`src/hdl/lisr_pkg.sv`:
```
`timescale 1ns / 1ps
// ----------------------------------------------------------------------------
// lisr_pkg
// Shared constants, types and command/status bundles for the linear
// interpolation stereo resampler.
// ----------------------------------------------------------------------------
package lisr_pkg;

    localparam int PHASE_FRAC_BITS = 20;
    localparam int PHASE_W         = PHASE_FRAC_BITS + 4;
    localparam int STEP_W          = PHASE_FRAC_BITS + 3;
    localparam int SAMPLE_W        = 16;
    localparam int DIFF_W          = SAMPLE_W + 1;
    localparam int PROD_W          = DIFF_W + PHASE_FRAC_BITS + 1;
    localparam int CFG_IDX_W       = 2;
    localparam int CFG_DATA_W      = STEP_W;

    localparam logic [PHASE_W-1:0] PHASE_ONE  = PHASE_W'(1) << PHASE_FRAC_BITS;
    localparam logic [PHASE_W-1:0] PHASE_TWO  = PHASE_W'(1) << (PHASE_FRAC_BITS + 1);
    localparam logic [STEP_W-1:0]  STEP_MIN   = STEP_W'(1) << (PHASE_FRAC_BITS - 4);
    localparam logic [STEP_W-1:0]  STEP_RESET = STEP_W'(1) << PHASE_FRAC_BITS;

    localparam logic [CFG_IDX_W-1:0] REG_STEREO_MODE = CFG_IDX_W'(0);
    localparam logic [CFG_IDX_W-1:0] REG_STEP_RATIO  = CFG_IDX_W'(1);

    typedef enum logic [1:0] {
        S_IDLE,
        S_CHECK,
        S_EMIT
    } t_state;

    typedef struct packed {
        logic accept;
        logic mul;
        logic emit;
        logic finish;
    } t_cmd;

    typedef struct packed {
        logic first_only;
        logic in_range;
        logic more;
        logic out_free;
    } t_stat;

endpackage

```
`src/hdl/lisr_ctrl.sv`:
```
`timescale 1ns / 1ps
// ----------------------------------------------------------------------------
// lisr_ctrl
// Sequencer: accepts a frame, then alternates range check / multiply and
// output load until the phase passes the limit for this frame.
// ----------------------------------------------------------------------------
module lisr_ctrl
    import lisr_pkg::*;
(
    input  logic  i_clk,
    input  logic  i_rst_n,
    input  logic  i_in_valid,
    output logic  o_in_ready,
    input  t_stat i_stat,
    output t_cmd  o_cmd
);

    t_state r_state;
    t_state n_state;

    always_ff @(posedge i_clk) begin
        if (!i_rst_n) begin
            r_state <= S_IDLE;
        end else begin
            r_state <= n_state;
        end
    end

    always_comb begin
        n_state = r_state;
        case (r_state)
            S_IDLE: begin
                if (i_in_valid && !i_stat.first_only) begin
                    n_state = S_CHECK;
                end
            end
            S_CHECK: begin
                n_state = i_stat.in_range ? S_EMIT : S_IDLE;
            end
            S_EMIT: begin
                if (i_stat.out_free) begin
                    n_state = i_stat.more ? S_CHECK : S_IDLE;
                end
            end
            default: n_state = S_IDLE;
        endcase
    end

    always_comb begin
        o_cmd      = '0;
        o_in_ready = 1'b0;
        case (r_state)
            S_IDLE: begin
                o_in_ready = 1'b1;
                o_cmd.accept = i_in_valid;
            end
            S_CHECK: begin
                o_cmd.mul    = i_stat.in_range;
                o_cmd.finish = !i_stat.in_range;
            end
            S_EMIT: begin
                o_cmd.emit   = i_stat.out_free;
                o_cmd.finish = i_stat.out_free && !i_stat.more;
            end
            default: ;
        endcase
    end

endmodule

```
`src/hdl/lisr_dp.sv`:
```
`timescale 1ns / 1ps
// ----------------------------------------------------------------------------
// lisr_dp
// Datapath: config registers, frame history, phase accumulator, two
// interpolation multipliers and the output register.
// ----------------------------------------------------------------------------
module lisr_dp
    import lisr_pkg::*;
(
    input  logic                        i_clk,
    input  logic                        i_rst_n,
    input  logic                        i_cfg_valid,
    input  logic [CFG_IDX_W-1:0]        i_cfg_index,
    input  logic [CFG_DATA_W-1:0]       i_cfg_data,
    input  logic signed [SAMPLE_W-1:0]  i_left_sample,
    input  logic signed [SAMPLE_W-1:0]  i_right_sample,
    input  logic                        i_last_frame,
    input  logic                        i_out_ready,
    input  t_cmd                        i_cmd,
    output t_stat                       o_stat,
    output logic                        o_out_valid,
    output logic signed [SAMPLE_W-1:0]  o_out_left,
    output logic signed [SAMPLE_W-1:0]  o_out_right,
    output logic                        o_out_last
);

    logic                       r_stereo;
    logic [STEP_W-1:0]          r_step_cfg;
    logic                       r_have_prev;
    logic [PHASE_W-1:0]         r_phase;
    logic signed [SAMPLE_W-1:0] r_prev_l;
    logic signed [SAMPLE_W-1:0] r_prev_r;
    logic                       r_out_valid;

    logic signed [SAMPLE_W-1:0] r_cur_l;
    logic signed [SAMPLE_W-1:0] r_cur_r;
    logic                       r_last;
    logic                       r_limit_two;
    logic signed [SAMPLE_W-1:0] r_base_l;
    logic signed [SAMPLE_W-1:0] r_base_r;
    logic signed [PROD_W-1:0]   r_prod_l;
    logic signed [PROD_W-1:0]   r_prod_r;
    logic signed [SAMPLE_W-1:0] r_out_l;
    logic signed [SAMPLE_W-1:0] r_out_r;
    logic                       r_out_last;

    logic [STEP_W-1:0]          w_step;
    logic [PHASE_W-1:0]         w_limit;
    logic [PHASE_W:0]           w_phase_sum;
    logic [PHASE_W-1:0]         w_phase_base;
    logic                       w_past_one;
    logic signed [SAMPLE_W-1:0] w_in_r;
    logic signed [SAMPLE_W-1:0] w_a_l;
    logic signed [SAMPLE_W-1:0] w_a_r;
    logic signed [DIFF_W-1:0]   w_diff_l;
    logic signed [DIFF_W-1:0]   w_diff_r;
    logic signed [PHASE_FRAC_BITS:0] w_frac;
    logic signed [PROD_W-1:0]   w_prod_l;
    logic signed [PROD_W-1:0]   w_prod_r;
    logic signed [PROD_W-1:0]   w_sh_l;
    logic signed [PROD_W-1:0]   w_sh_r;
    logic signed [SAMPLE_W-1:0] w_res_l;
    logic signed [SAMPLE_W-1:0] w_res_r;

    always_comb begin
        w_step       = (r_step_cfg < STEP_MIN) ? STEP_MIN : r_step_cfg;
        w_limit      = r_limit_two ? PHASE_TWO : PHASE_ONE;
        w_phase_sum  = {1'b0, r_phase} + (PHASE_W + 1)'(w_step);
        w_phase_base = i_cmd.emit ? w_phase_sum[PHASE_W-1:0] : r_phase;
        w_past_one   = r_phase >= PHASE_ONE;
        w_in_r       = r_stereo ? i_right_sample : i_left_sample;

        // beyond the final frame both neighbors are the final sample
        w_a_l    = w_past_one ? r_cur_l : r_prev_l;
        w_a_r    = w_past_one ? r_cur_r : r_prev_r;
        w_diff_l = DIFF_W'(r_cur_l) - DIFF_W'(w_a_l);
        w_diff_r = DIFF_W'(r_cur_r) - DIFF_W'(w_a_r);
        w_frac   = $signed({1'b0, r_phase[PHASE_FRAC_BITS-1:0]});
        w_prod_l = w_diff_l * w_frac;
        w_prod_r = w_diff_r * w_frac;

        // arithmetic shift is floor division, matching both sign branches
        w_sh_l  = r_prod_l >>> PHASE_FRAC_BITS;
        w_sh_r  = r_prod_r >>> PHASE_FRAC_BITS;
        w_res_l = r_base_l + w_sh_l[SAMPLE_W-1:0];
        w_res_r = r_base_r + w_sh_r[SAMPLE_W-1:0];

        o_stat.first_only = !r_have_prev && !i_last_frame;
        o_stat.in_range   = r_phase < w_limit;
        o_stat.more       = w_phase_sum < {1'b0, w_limit};
        o_stat.out_free   = !r_out_valid || i_out_ready;
    end

    always_ff @(posedge i_clk) begin
        if (!i_rst_n) begin
            r_stereo    <= 1'b1;
            r_step_cfg  <= STEP_RESET;
            r_have_prev <= 1'b0;
            r_phase     <= '0;
            r_prev_l    <= '0;
            r_prev_r    <= '0;
            r_out_valid <= 1'b0;
        end else begin
            if (i_cfg_valid) begin
                case (i_cfg_index)
                    REG_STEREO_MODE: r_stereo   <= i_cfg_data[0];
                    REG_STEP_RATIO:  r_step_cfg <= i_cfg_data;
                    default: ;
                endcase
            end

            if (i_cmd.accept && !r_have_prev) begin
                r_prev_l    <= i_left_sample;
                r_prev_r    <= w_in_r;
                r_phase     <= '0;
                r_have_prev <= !i_last_frame;
            end

            if (i_cmd.finish) begin
                if (r_last) begin
                    r_prev_l    <= '0;
                    r_prev_r    <= '0;
                    r_phase     <= '0;
                    r_have_prev <= 1'b0;
                end else begin
                    r_prev_l <= r_cur_l;
                    r_prev_r <= r_cur_r;
                    r_phase  <= w_phase_base - PHASE_ONE;
                end
            end else if (i_cmd.emit) begin
                r_phase <= w_phase_sum[PHASE_W-1:0];
            end

            if (i_cmd.emit) begin
                r_out_valid <= 1'b1;
            end else if (i_out_ready) begin
                r_out_valid <= 1'b0;
            end
        end
    end

    always_ff @(posedge i_clk) begin
        if (i_cmd.accept) begin
            r_cur_l     <= i_left_sample;
            r_cur_r     <= w_in_r;
            r_last      <= i_last_frame;
            r_limit_two <= i_last_frame && r_have_prev;
        end
        if (i_cmd.mul) begin
            r_base_l <= w_a_l;
            r_base_r <= w_a_r;
            r_prod_l <= w_prod_l;
            r_prod_r <= w_prod_r;
        end
        if (i_cmd.emit) begin
            r_out_l    <= w_res_l;
            r_out_r    <= w_res_r;
            r_out_last <= r_last && !o_stat.more;
        end
    end

    assign o_out_valid = r_out_valid;
    assign o_out_left  = r_out_l;
    assign o_out_right = r_out_r;
    assign o_out_last  = r_out_last;

endmodule

```
`src/hdl/linear_interp_stereo_resampler_top.sv`:
```
`timescale 1ns / 1ps
// ----------------------------------------------------------------------------
// linear_interp_stereo_resampler_top
// Streaming linear-interpolation sample rate converter for 16-bit PCM frames.
//
// Input channel (i_in_valid/o_in_ready) takes one frame per request; output
// channel (o_out_valid/i_out_ready) delivers interpolated frames, o_out_last
// flagging the final result of a frame marked i_last_frame. The config
// channel (i_cfg_valid/o_cfg_ready, always ready) writes stereo_mode (index 0)
// and step_ratio (index 1, Q3.20); the user must write them only while the
// block is idle, and the block itself does not enforce this.
// Sequence: a frame is accepted in the idle state; each result then takes a
// phase check / multiply step and an output load step. A frame that produces
// no results returns to idle from its check step, and the first frame of a
// stream, unless it is also the last, is only stored as history. The datapath
// has two 17x21 multipliers and a single phase accumulator.
// The output register holds a result while the receiver stalls; the
// sequencer waits in its load step until that register frees, and the next
// frame can be accepted while the last result of a frame is still waiting.
// Reset (synchronous, active low) restores stereo mode, a 1.0 step and an
// empty history; no result is pending afterwards.
// ----------------------------------------------------------------------------
module linear_interp_stereo_resampler_top
    import lisr_pkg::*;
(
    input  logic                        i_clk,
    input  logic                        i_rst_n,
    input  logic                        i_cfg_valid,
    output logic                        o_cfg_ready,
    input  logic [CFG_IDX_W-1:0]        i_cfg_index,
    input  logic [CFG_DATA_W-1:0]       i_cfg_data,
    input  logic                        i_in_valid,
    output logic                        o_in_ready,
    input  logic signed [SAMPLE_W-1:0]  i_left_sample,
    input  logic signed [SAMPLE_W-1:0]  i_right_sample,
    input  logic                        i_last_frame,
    output logic                        o_out_valid,
    input  logic                        i_out_ready,
    output logic signed [SAMPLE_W-1:0]  o_out_left,
    output logic signed [SAMPLE_W-1:0]  o_out_right,
    output logic                        o_out_last
);

    t_cmd  w_cmd;
    t_stat w_stat;

    assign o_cfg_ready = 1'b1;

    lisr_ctrl u_ctrl (
        .i_clk      (i_clk),
        .i_rst_n    (i_rst_n),
        .i_in_valid (i_in_valid),
        .o_in_ready (o_in_ready),
        .i_stat     (w_stat),
        .o_cmd      (w_cmd)
    );

    lisr_dp u_dp (
        .i_clk          (i_clk),
        .i_rst_n        (i_rst_n),
        .i_cfg_valid    (i_cfg_valid),
        .i_cfg_index    (i_cfg_index),
        .i_cfg_data     (i_cfg_data),
        .i_left_sample  (i_left_sample),
        .i_right_sample (i_right_sample),
        .i_last_frame   (i_last_frame),
        .i_out_ready    (i_out_ready),
        .i_cmd          (w_cmd),
        .o_stat         (w_stat),
        .o_out_valid    (o_out_valid),
        .o_out_left     (o_out_left),
        .o_out_right    (o_out_right),
        .o_out_last     (o_out_last)
    );

    // a result is only loaded into a free output register
    a_emit_free: assert property (@(posedge i_clk) disable iff (!i_rst_n)
        w_cmd.emit |-> w_stat.out_free)
        else $error("result loaded over a pending output");

    // no new frame while results of the current one are being produced
    a_accept_excl: assert property (@(posedge i_clk) disable iff (!i_rst_n)
        w_cmd.accept |-> !(w_cmd.emit || w_cmd.mul || w_cmd.finish))
        else $error("frame accepted while busy");

    // finishing a frame always returns to accepting input
    a_finish_ready: assert property (@(posedge i_clk) disable iff (!i_rst_n)
        w_cmd.finish |=> o_in_ready)
        else $error("not ready after frame finished");

endmodule

```
`config.mk`:
```
export PLATFORM = sky130hd
export DESIGN_NAME = linear_interp_stereo_resampler_top
export DESIGN_NICKNAME = d
export VERILOG_FILES = /design/src/hdl/lisr_pkg.sv /design/src/hdl/lisr_ctrl.sv /design/src/hdl/lisr_dp.sv /design/src/hdl/linear_interp_stereo_resampler_top.sv
export SDC_FILE = /design/constraint.sdc
export NUM_CORES = 2
export LEC_CHECK = 0
export ABC_AREA = 0
export BUFFER_PORTS_ARGS = -buffer_cell sky130_fd_sc_hd__buf_2
export CAP_MARGIN = 20
export CELL_PAD_IN_SITES_DETAIL_PLACEMENT = 1
export CELL_PAD_IN_SITES_GLOBAL_PLACEMENT = 1
export CORE_MARGIN = 2
export CORE_UTILIZATION = 55
export CTS_CLUSTER_SIZE = 16
export DETAILED_ROUTE_END_ITERATION = 8
export PLACE_DENSITY_LB_ADDON = 0.1
export SLEW_MARGIN = 20
export SYNTH_ARGS = -nofsm -noshare
export SYNTH_HDL_FRONTEND = slang
export SYNTH_HIERARCHICAL = 1
export SYNTH_SLANG_ARGS = --single-unit
```
`constraint.sdc`:
```
create_clock -name i_clk -period 28.9 [get_ports i_clk]
set_clock_uncertainty 0.2 [all_clocks]
set_input_delay 4.335 -clock i_clk [delete_from_list [all_inputs] [get_ports i_clk]]
set_output_delay 4.335 -clock i_clk [all_outputs]
set_load 0.05 [all_outputs]
```
### After elaboration in Yosys (flattened, before gate mapping)

Cells that the tools add are included.

* mux-type cells: 31
* bitwise operators: 0
* add/sub/neg operators: 6
* reductions and logical operators: 21
* equality and inequality tests: 5
* div/mod/pow operators: 0
* shift operators: 0
* $mul: 2
* magnitude comparators: 4

Operators with widths (number)
* 16-bit 2-to-1 mux: 9
* 24-bit 2-to-1 mux: 5
* 17-bit by 21-bit multiplier with 36-bit output: 2
* 16-bit by 16-bit subtractor with 17-bit output: 2
* 16-bit adder: 2
* 24-bit by 23-bit adder with 25-bit output: 1
* 25-bit by 24-bit < comparator with 1-bit output: 1
* 24-bit by 21-bit greater-or-equal comparator with 1-bit output, second input constant: 1
* 24-bit < comparator: 1
* 24-bit by 21-bit subtractor with 24-bit output, second input constant: 1
* 23-bit by 17-bit < comparator with 1-bit output, second input constant: 1
* 23-bit 2-to-1 mux: 1
* 22-bit 2-to-1 mux: 1
* 1-bit 2-to-1 mux: 10
* 1-bit logical AND: 6
* 1-bit logical NOT: 6
* 2-bit 2-to-1 mux: 3
* 2-bit one-hot mux with 3 select lines: 1
* 2-bit AND reduction: 3
* 2-bit by 1-bit equality test with 1-bit output, second input constant: 2
* 2-bit logical NOT: 2
* 2-bit by 1-bit != test with 1-bit output, second input constant: 2
* 2-bit nonzero test: 2
* 3-bit nonzero test: 1
* 3 further kinds: 3

* register bits: 255
* ROM bits: 0
* memories: 0
* output and inout port bits: 36
* word-level logic and storage cells: 88
* RAM bits: 0
* latch bits: 0

### Depth between registers and ports, before layout

* depth after elaboration: 8
* mapped depth: 42

### Hierarchy

Netlist, hierarchy kept.

By module, submodules not included
* lisr_dp: cells each 3754, seq. area each 5575.3 µm², area an instance 33719.8 µm², instances 1
* lisr_ctrl: cells each 25, seq. area each 40.0 µm², area an instance 210.2 µm², instances 1
* linear_interp_stereo_resampler_top: cells each 2, seq. area each 0.0 µm², area an instance 11.3 µm², instances 1

### Least setup slack after synthesis

Ideal clock, no wire load.

* path kind: flip-flop to flip-flop
* start point: reg u_dp.r_phase[23]
* end point: reg u_dp.r_prod_r[35] (data pin)
* setup time: 259 ps
* data required time: 28441 ps
* setup slack: 18946 ps
* cell stages (with the launch flop): 42
* arrival time: 9495 ps
* period minus slack after synthesis: 9954 ps
* cell sequence: dfxtp_1 > buf_6 > nor4_4 > clkbuf_1 > clkbuf_1 > buf_1 > clkbuf_1 > o21ai_0 > ha_1 > fa_1 > nand2b_1 > a211o_1 > a21boi_0 > o22ai_1 > a21boi_0 > o21ai_0 > o21ai_0 > o21ai_0 > (+6 left out) > inv_1 > fa_1 > fa_1 > fa_1 > inv_1 > fa_1 > inv_1 > ha_1 > a21oi_1 > o21ai_0 > a31oi_1 > nor2b_1 > a31oi_2 > o41ai_1 > and4_1 > a2111oi_4 > o21bai_1 > xnor2_1

* longest elaborated chain between the ends: 4

Ends and longest elaborated chain
* start: declaration: line lisr_dp.sv:30 `logic [PHASE_W-1:0] r_phase;`
* start signal: assignment: line lisr_dp.sv:128 `r_phase <= w_phase_base - PHASE_ONE;`
* start signal: assignment: line lisr_dp.sv:131 `r_phase <= w_phase_sum[PHASE_W-1:0];`
* 24-bit by 21-bit greater-or-equal comparator with 1-bit output: line lisr_dp.sv:70 `w_past_one = r_phase >= PHASE_ONE;`
* 16-bit 2-to-1 mux: line lisr_dp.sv:75 `w_a_r = w_past_one ? r_cur_r : r_prev_r;`
* net u_dp.w_a_r[0]: line lisr_dp.sv:54 `logic signed [SAMPLE_W-1:0] w_a_r;`
* 16-bit by 16-bit subtractor with 17-bit output: line lisr_dp.sv:77 `w_diff_r = DIFF_W'(r_cur_r) - DIFF_W'(w_a_r);`
* 17-bit by 21-bit multiplier with 36-bit output: line lisr_dp.sv:80 `w_prod_r = w_diff_r * w_frac;`
* net u_dp.w_prod_r[35]: line lisr_dp.sv:59 `logic signed [PROD_W-1:0] w_prod_r;`
* end signal: assignment: line lisr_dp.sv:153 `r_prod_r <= w_prod_r;`
* end: declaration: line lisr_dp.sv:42 `logic signed [PROD_W-1:0] r_prod_r;`

The timed path passes the listed nets, and every way through them passes these cells.
A chain may end at the register's enable or synchronous reset.

### Worst setup path in the final report

Same ends and word-level chain as after synthesis.

==> flow_metrics.env <==
export IMPL_tightest_slew_ps=1100
export IMPL_finalSetupViolCount=0
export IMPL_slew_headroom_pct=26.8
export IMPL_cp_common_cell="fa_1"
export IMPL_cts_repair_resized=0
export IMPL_chipHeight_um=252
export IMPL_start_util_pct=55.3
export IMPL_row_count=91
export IMPL_clockBufferDepth=3
export IMPL_synth_nets=4707
export IMPL_drtIter0Drc=1467
export IMPL_critPathSlowestCell="or4_4"
export IMPL_io_buffers=97
export IMPL_finalSetupTns_ps=0
export IMPL_gp_congestion=0.871
export IMPL_routedWlPerCell_um=21.3
export IMPL_wl_met3_mm=3.80
export IMPL_synth_area_mm2=0.0339
export IMPL_drtPass1Iterations=5
export IMPL_seq_area_frac_synth_pct=16.5
export IMPL_required_ps=28980
export IMPL_place_inst=4526
export IMPL_clock_sinks=215
export IMPL_fin_nets=4688
export IMPL_peakVddDrop_uv=118
export IMPL_drc=0
export IMPL_leakagePower_uw=0.0179
export IMPL_ant_nets=0
export IMPL_cts_root_buf="clkbuf_16"
export IMPL_syn_inst=3781
export IMPL_hold_path_class="reg -> reg"
export IMPL_die_area_mm2=0.0637
export IMPL_htreeDepth=1
export IMPL_hold_viol=0
export IMPL_coreArea_mm2=0.0614
export IMPL_clkTransAtPathRegs_ps=60
export IMPL_worst_path_buf_inv=4
export IMPL_cp_max_fo=40
export IMPL_period_minus_slack_ps=11010
export IMPL_synth_seq_cells=215
export IMPL_top_layer="met4"
export IMPL_detailed_place_hpwl_mm=74.4
export IMPL_slew_viol_final=0
export IMPL_cts_tree="yes"
export IMPL_fp_dieW_um=252
export IMPL_pin_count=99
export IMPL_min_period_over_period_pct=38.1
export IMPL_rsz0062_at_grt="false"
export IMPL_wl_met1_mm=39.5
export IMPL_syn_area_per_cell_um2=8.98
export IMPL_r2r_setup_slack_ps=17890
export IMPL_async_flop_share_pct=0
export IMPL_grt_overflow=0
export IMPL_critPathLaunchType="register"
export IMPL_antenna_found_initial=1
export IMPL_final_cells=4571
export IMPL_endpoint_kind="register"
export IMPL_drive_gt1_share_pct=7.04
export IMPL_dr_wl_met2_mm=50.9
export IMPL_hold_buffers=0
export IMPL_clkLatencyLatePin_ps=540
export IMPL_synth_edff_count=131
export IMPL_via_per_inst=5.70
export IMPL_crit_path_max_incr_delay_ps=880
export IMPL_synthFlopType="edfxtp_1"
export IMPL_critPathArrivalTime_ps=11090
export IMPL_p_per_area_mw_per_mm2=79.4
export IMPL_routed_wirelength_mm=97.5
export IMPL_gr_usage_all_layers_pct=31.8
export IMPL_yosysUniqueCellTypes=89
export IMPL_grt_pass1_wl_mm=160
export IMPL_grt_start_max_net_pins=70
export IMPL_critPathKind="reg -> reg"
export IMPL_grt_pass1_vias=30205
export IMPL_status="completed"
export IMPL_area_growth_synth_to_final_pct=5.84
export IMPL_vias=26049
export IMPL_cp_top_family="adder cells"
export IMPL_max_cap_viol_count=0
export IMPL_ys_warn_count=6
export IMPL_cts_setup_buffers=0
export IMPL_numCtsBuffers=24
export IMPL_fmax_ghz=0.0909
## Yosys cell counts (all sizes together), types with 5 or more instances
cell / n / area share [%]
inv: 773 / 8.5
fa: 541 / 32
nand2: 541 / 6.0
ha: 322 / 12
and2: 207 / 3.8
clkbuf: 187 / 2.1
nor2: 152 / 1.7
edfxtp: 131 / 12
a21oi: 110 / 1.6
nor2b: 91 / 1.7
dfxtp: 84 / 5.0
xnor2: 84 / 2.2
o21ai: 67 / 0.99
nand3: 39 / 0.58
a311oi: 32 / 0.83
nand3b: 32 / 0.71
xor2: 27 / 0.70
a21o: 23 / 0.51
mux2i: 23 / 0.68
nor3: 23 / 0.34
or2: 23 / 0.42
and3: 20 / 0.37
nand2b: 20 / 0.39
a22oi: 18 / 0.40
mux2: 17 / 0.56
a31oi: 14 / 0.28
buf: 14 / 0.27
o21a: 13 / 0.29
or3: 13 / 0.25
o21bai: 12 / 0.27
a211oi: 11 / 0.24
a21boi: 10 / 0.22
o211ai: 10 / 0.22
nor4: 8 / 0.19
o22ai: 7 / 0.15
a2111oi: 6 / 0.21
o2111ai: 5 / 0.13
o41ai: 5 / 0.15
## report_power, final
part	internal, uW	total (uW)	switching, uW
Combinational	627	2030	1410
Clock	176	309	132
Sequential	457	509	52.3
## state kept, by name (all words and copies together) (netlist names), 2 cells and up
| name | cells |
|---|---|
| u_dp/r_prev_l | 16 |
| u_dp/r_prod_l | 16 |
| u_dp/r_phase | 24 |
| u_dp/r_step_cfg | 23 |
| u_dp/r_cur_l | 16 |
| u_dp/r_prev_r | 16 |
| u_ctrl/r_state | 2 |
| u_dp/r_base_r | 16 |
| u_dp/r_base_l | 16 |
| u_dp/r_prod_r | 16 |
| u_dp/o_out_left | 16 |
| u_dp/r_cur_r | 16 |
| u_dp/o_out_right | 16 |
## routing by layer
| layer | track usage, % | vias up |
|---|---|---|
| met4 | 10.9 | 0 |
| met3 | 2.75 | 201 |
| met1 | 39.5 | 13595 |
| met2 | 58.2 | 588 |
| met5 | 0 | - |
| li1 | - | 11665 |
## worst register-to-register path, delay by kind of cell, from the launching register on
| kind | cells | cell delay, ps |
|---|---|---|
| adders and majority gates | 8 | 3880 |
| AOI/OAI and AO/OA | 14 | 3320 |
| and+or+nand+nor | 5 | 1650 |
| xor gates and xnor gates | 2 | 1000 |
| DFF | 1 | 420 |
| buffers and inverters | 4 | 280 |
## path summary, 6_finish.rpt
check	depth (start not counted)	endpoint	start
setup reg to reg	33	u_dp/r_prod_r[35]	u_dp/r_phase[23]
hold / removal	2	u_dp/r_step_cfg[1]	u_dp/r_step_cfg[1]
setup / recovery	33	u_dp/r_prod_r[35]	u_dp/r_phase[23]
hold reg to reg	2	u_dp/r_step_cfg[1]	u_dp/r_step_cfg[1]
## cell families (layout without fill, tap and decap cells)
kind of cell	count (synthesis)	after routing	share of synthesized area [%]
AOI/OAI and AO/OA	383	383	7.61
xor gates and xnor gates	112	112	2.93
adders and majority gates	864	864	43.8
buffers and inverters	974	973	10.9
DFF	215	215	16.5
muxes	40	40	1.24
other	1	2	0.0110
and+or+nand+nor	1192	1192	17.0
## through the flow
stage	area (um^2)	hold slack (ps)	total power (uW)	worst slack [ps]	util [%]
floorplan	33900	232	1770	18950	-
global placement	35100	240	2420	18380	57.2
detailed placement	35100	242	2510	17880	57.2
CTS	35900	251	2840	17840	58.5
global route	35900	269	3050	17210	58.5
finish	35900	251	2850	17890	58.5
## cell usage in the layout, fill, tap and decap left out, drive strengths merged, types with 39 or more instances in the layout
cell    instances
ha            322
nand2         541
nor2b          91
buf           156
nor2          152
xnor2          84
fa            541
a21oi         110
inv           773
nand3          39
edfxtp        131
o21ai          67
and2          207
dfxtp          84
## area by class of cell
| type | count | area (um^2) |
|---|---|---|
| tap | 790 | 988 |
| clock inverter | 15 | 134 |
| clock buffer | 29 | 641 |
| antenna | 1 | 2.50 |
| multi-input combinational | 2592 | 24700 |
| sequential | 215 | 5620 |
| inverter | 773 | 2900 |
| timing repair buffer | 156 | 928 |
| fill | 7127 | 25400 |
Note: power is estimated with default switching activity, not from simulation.
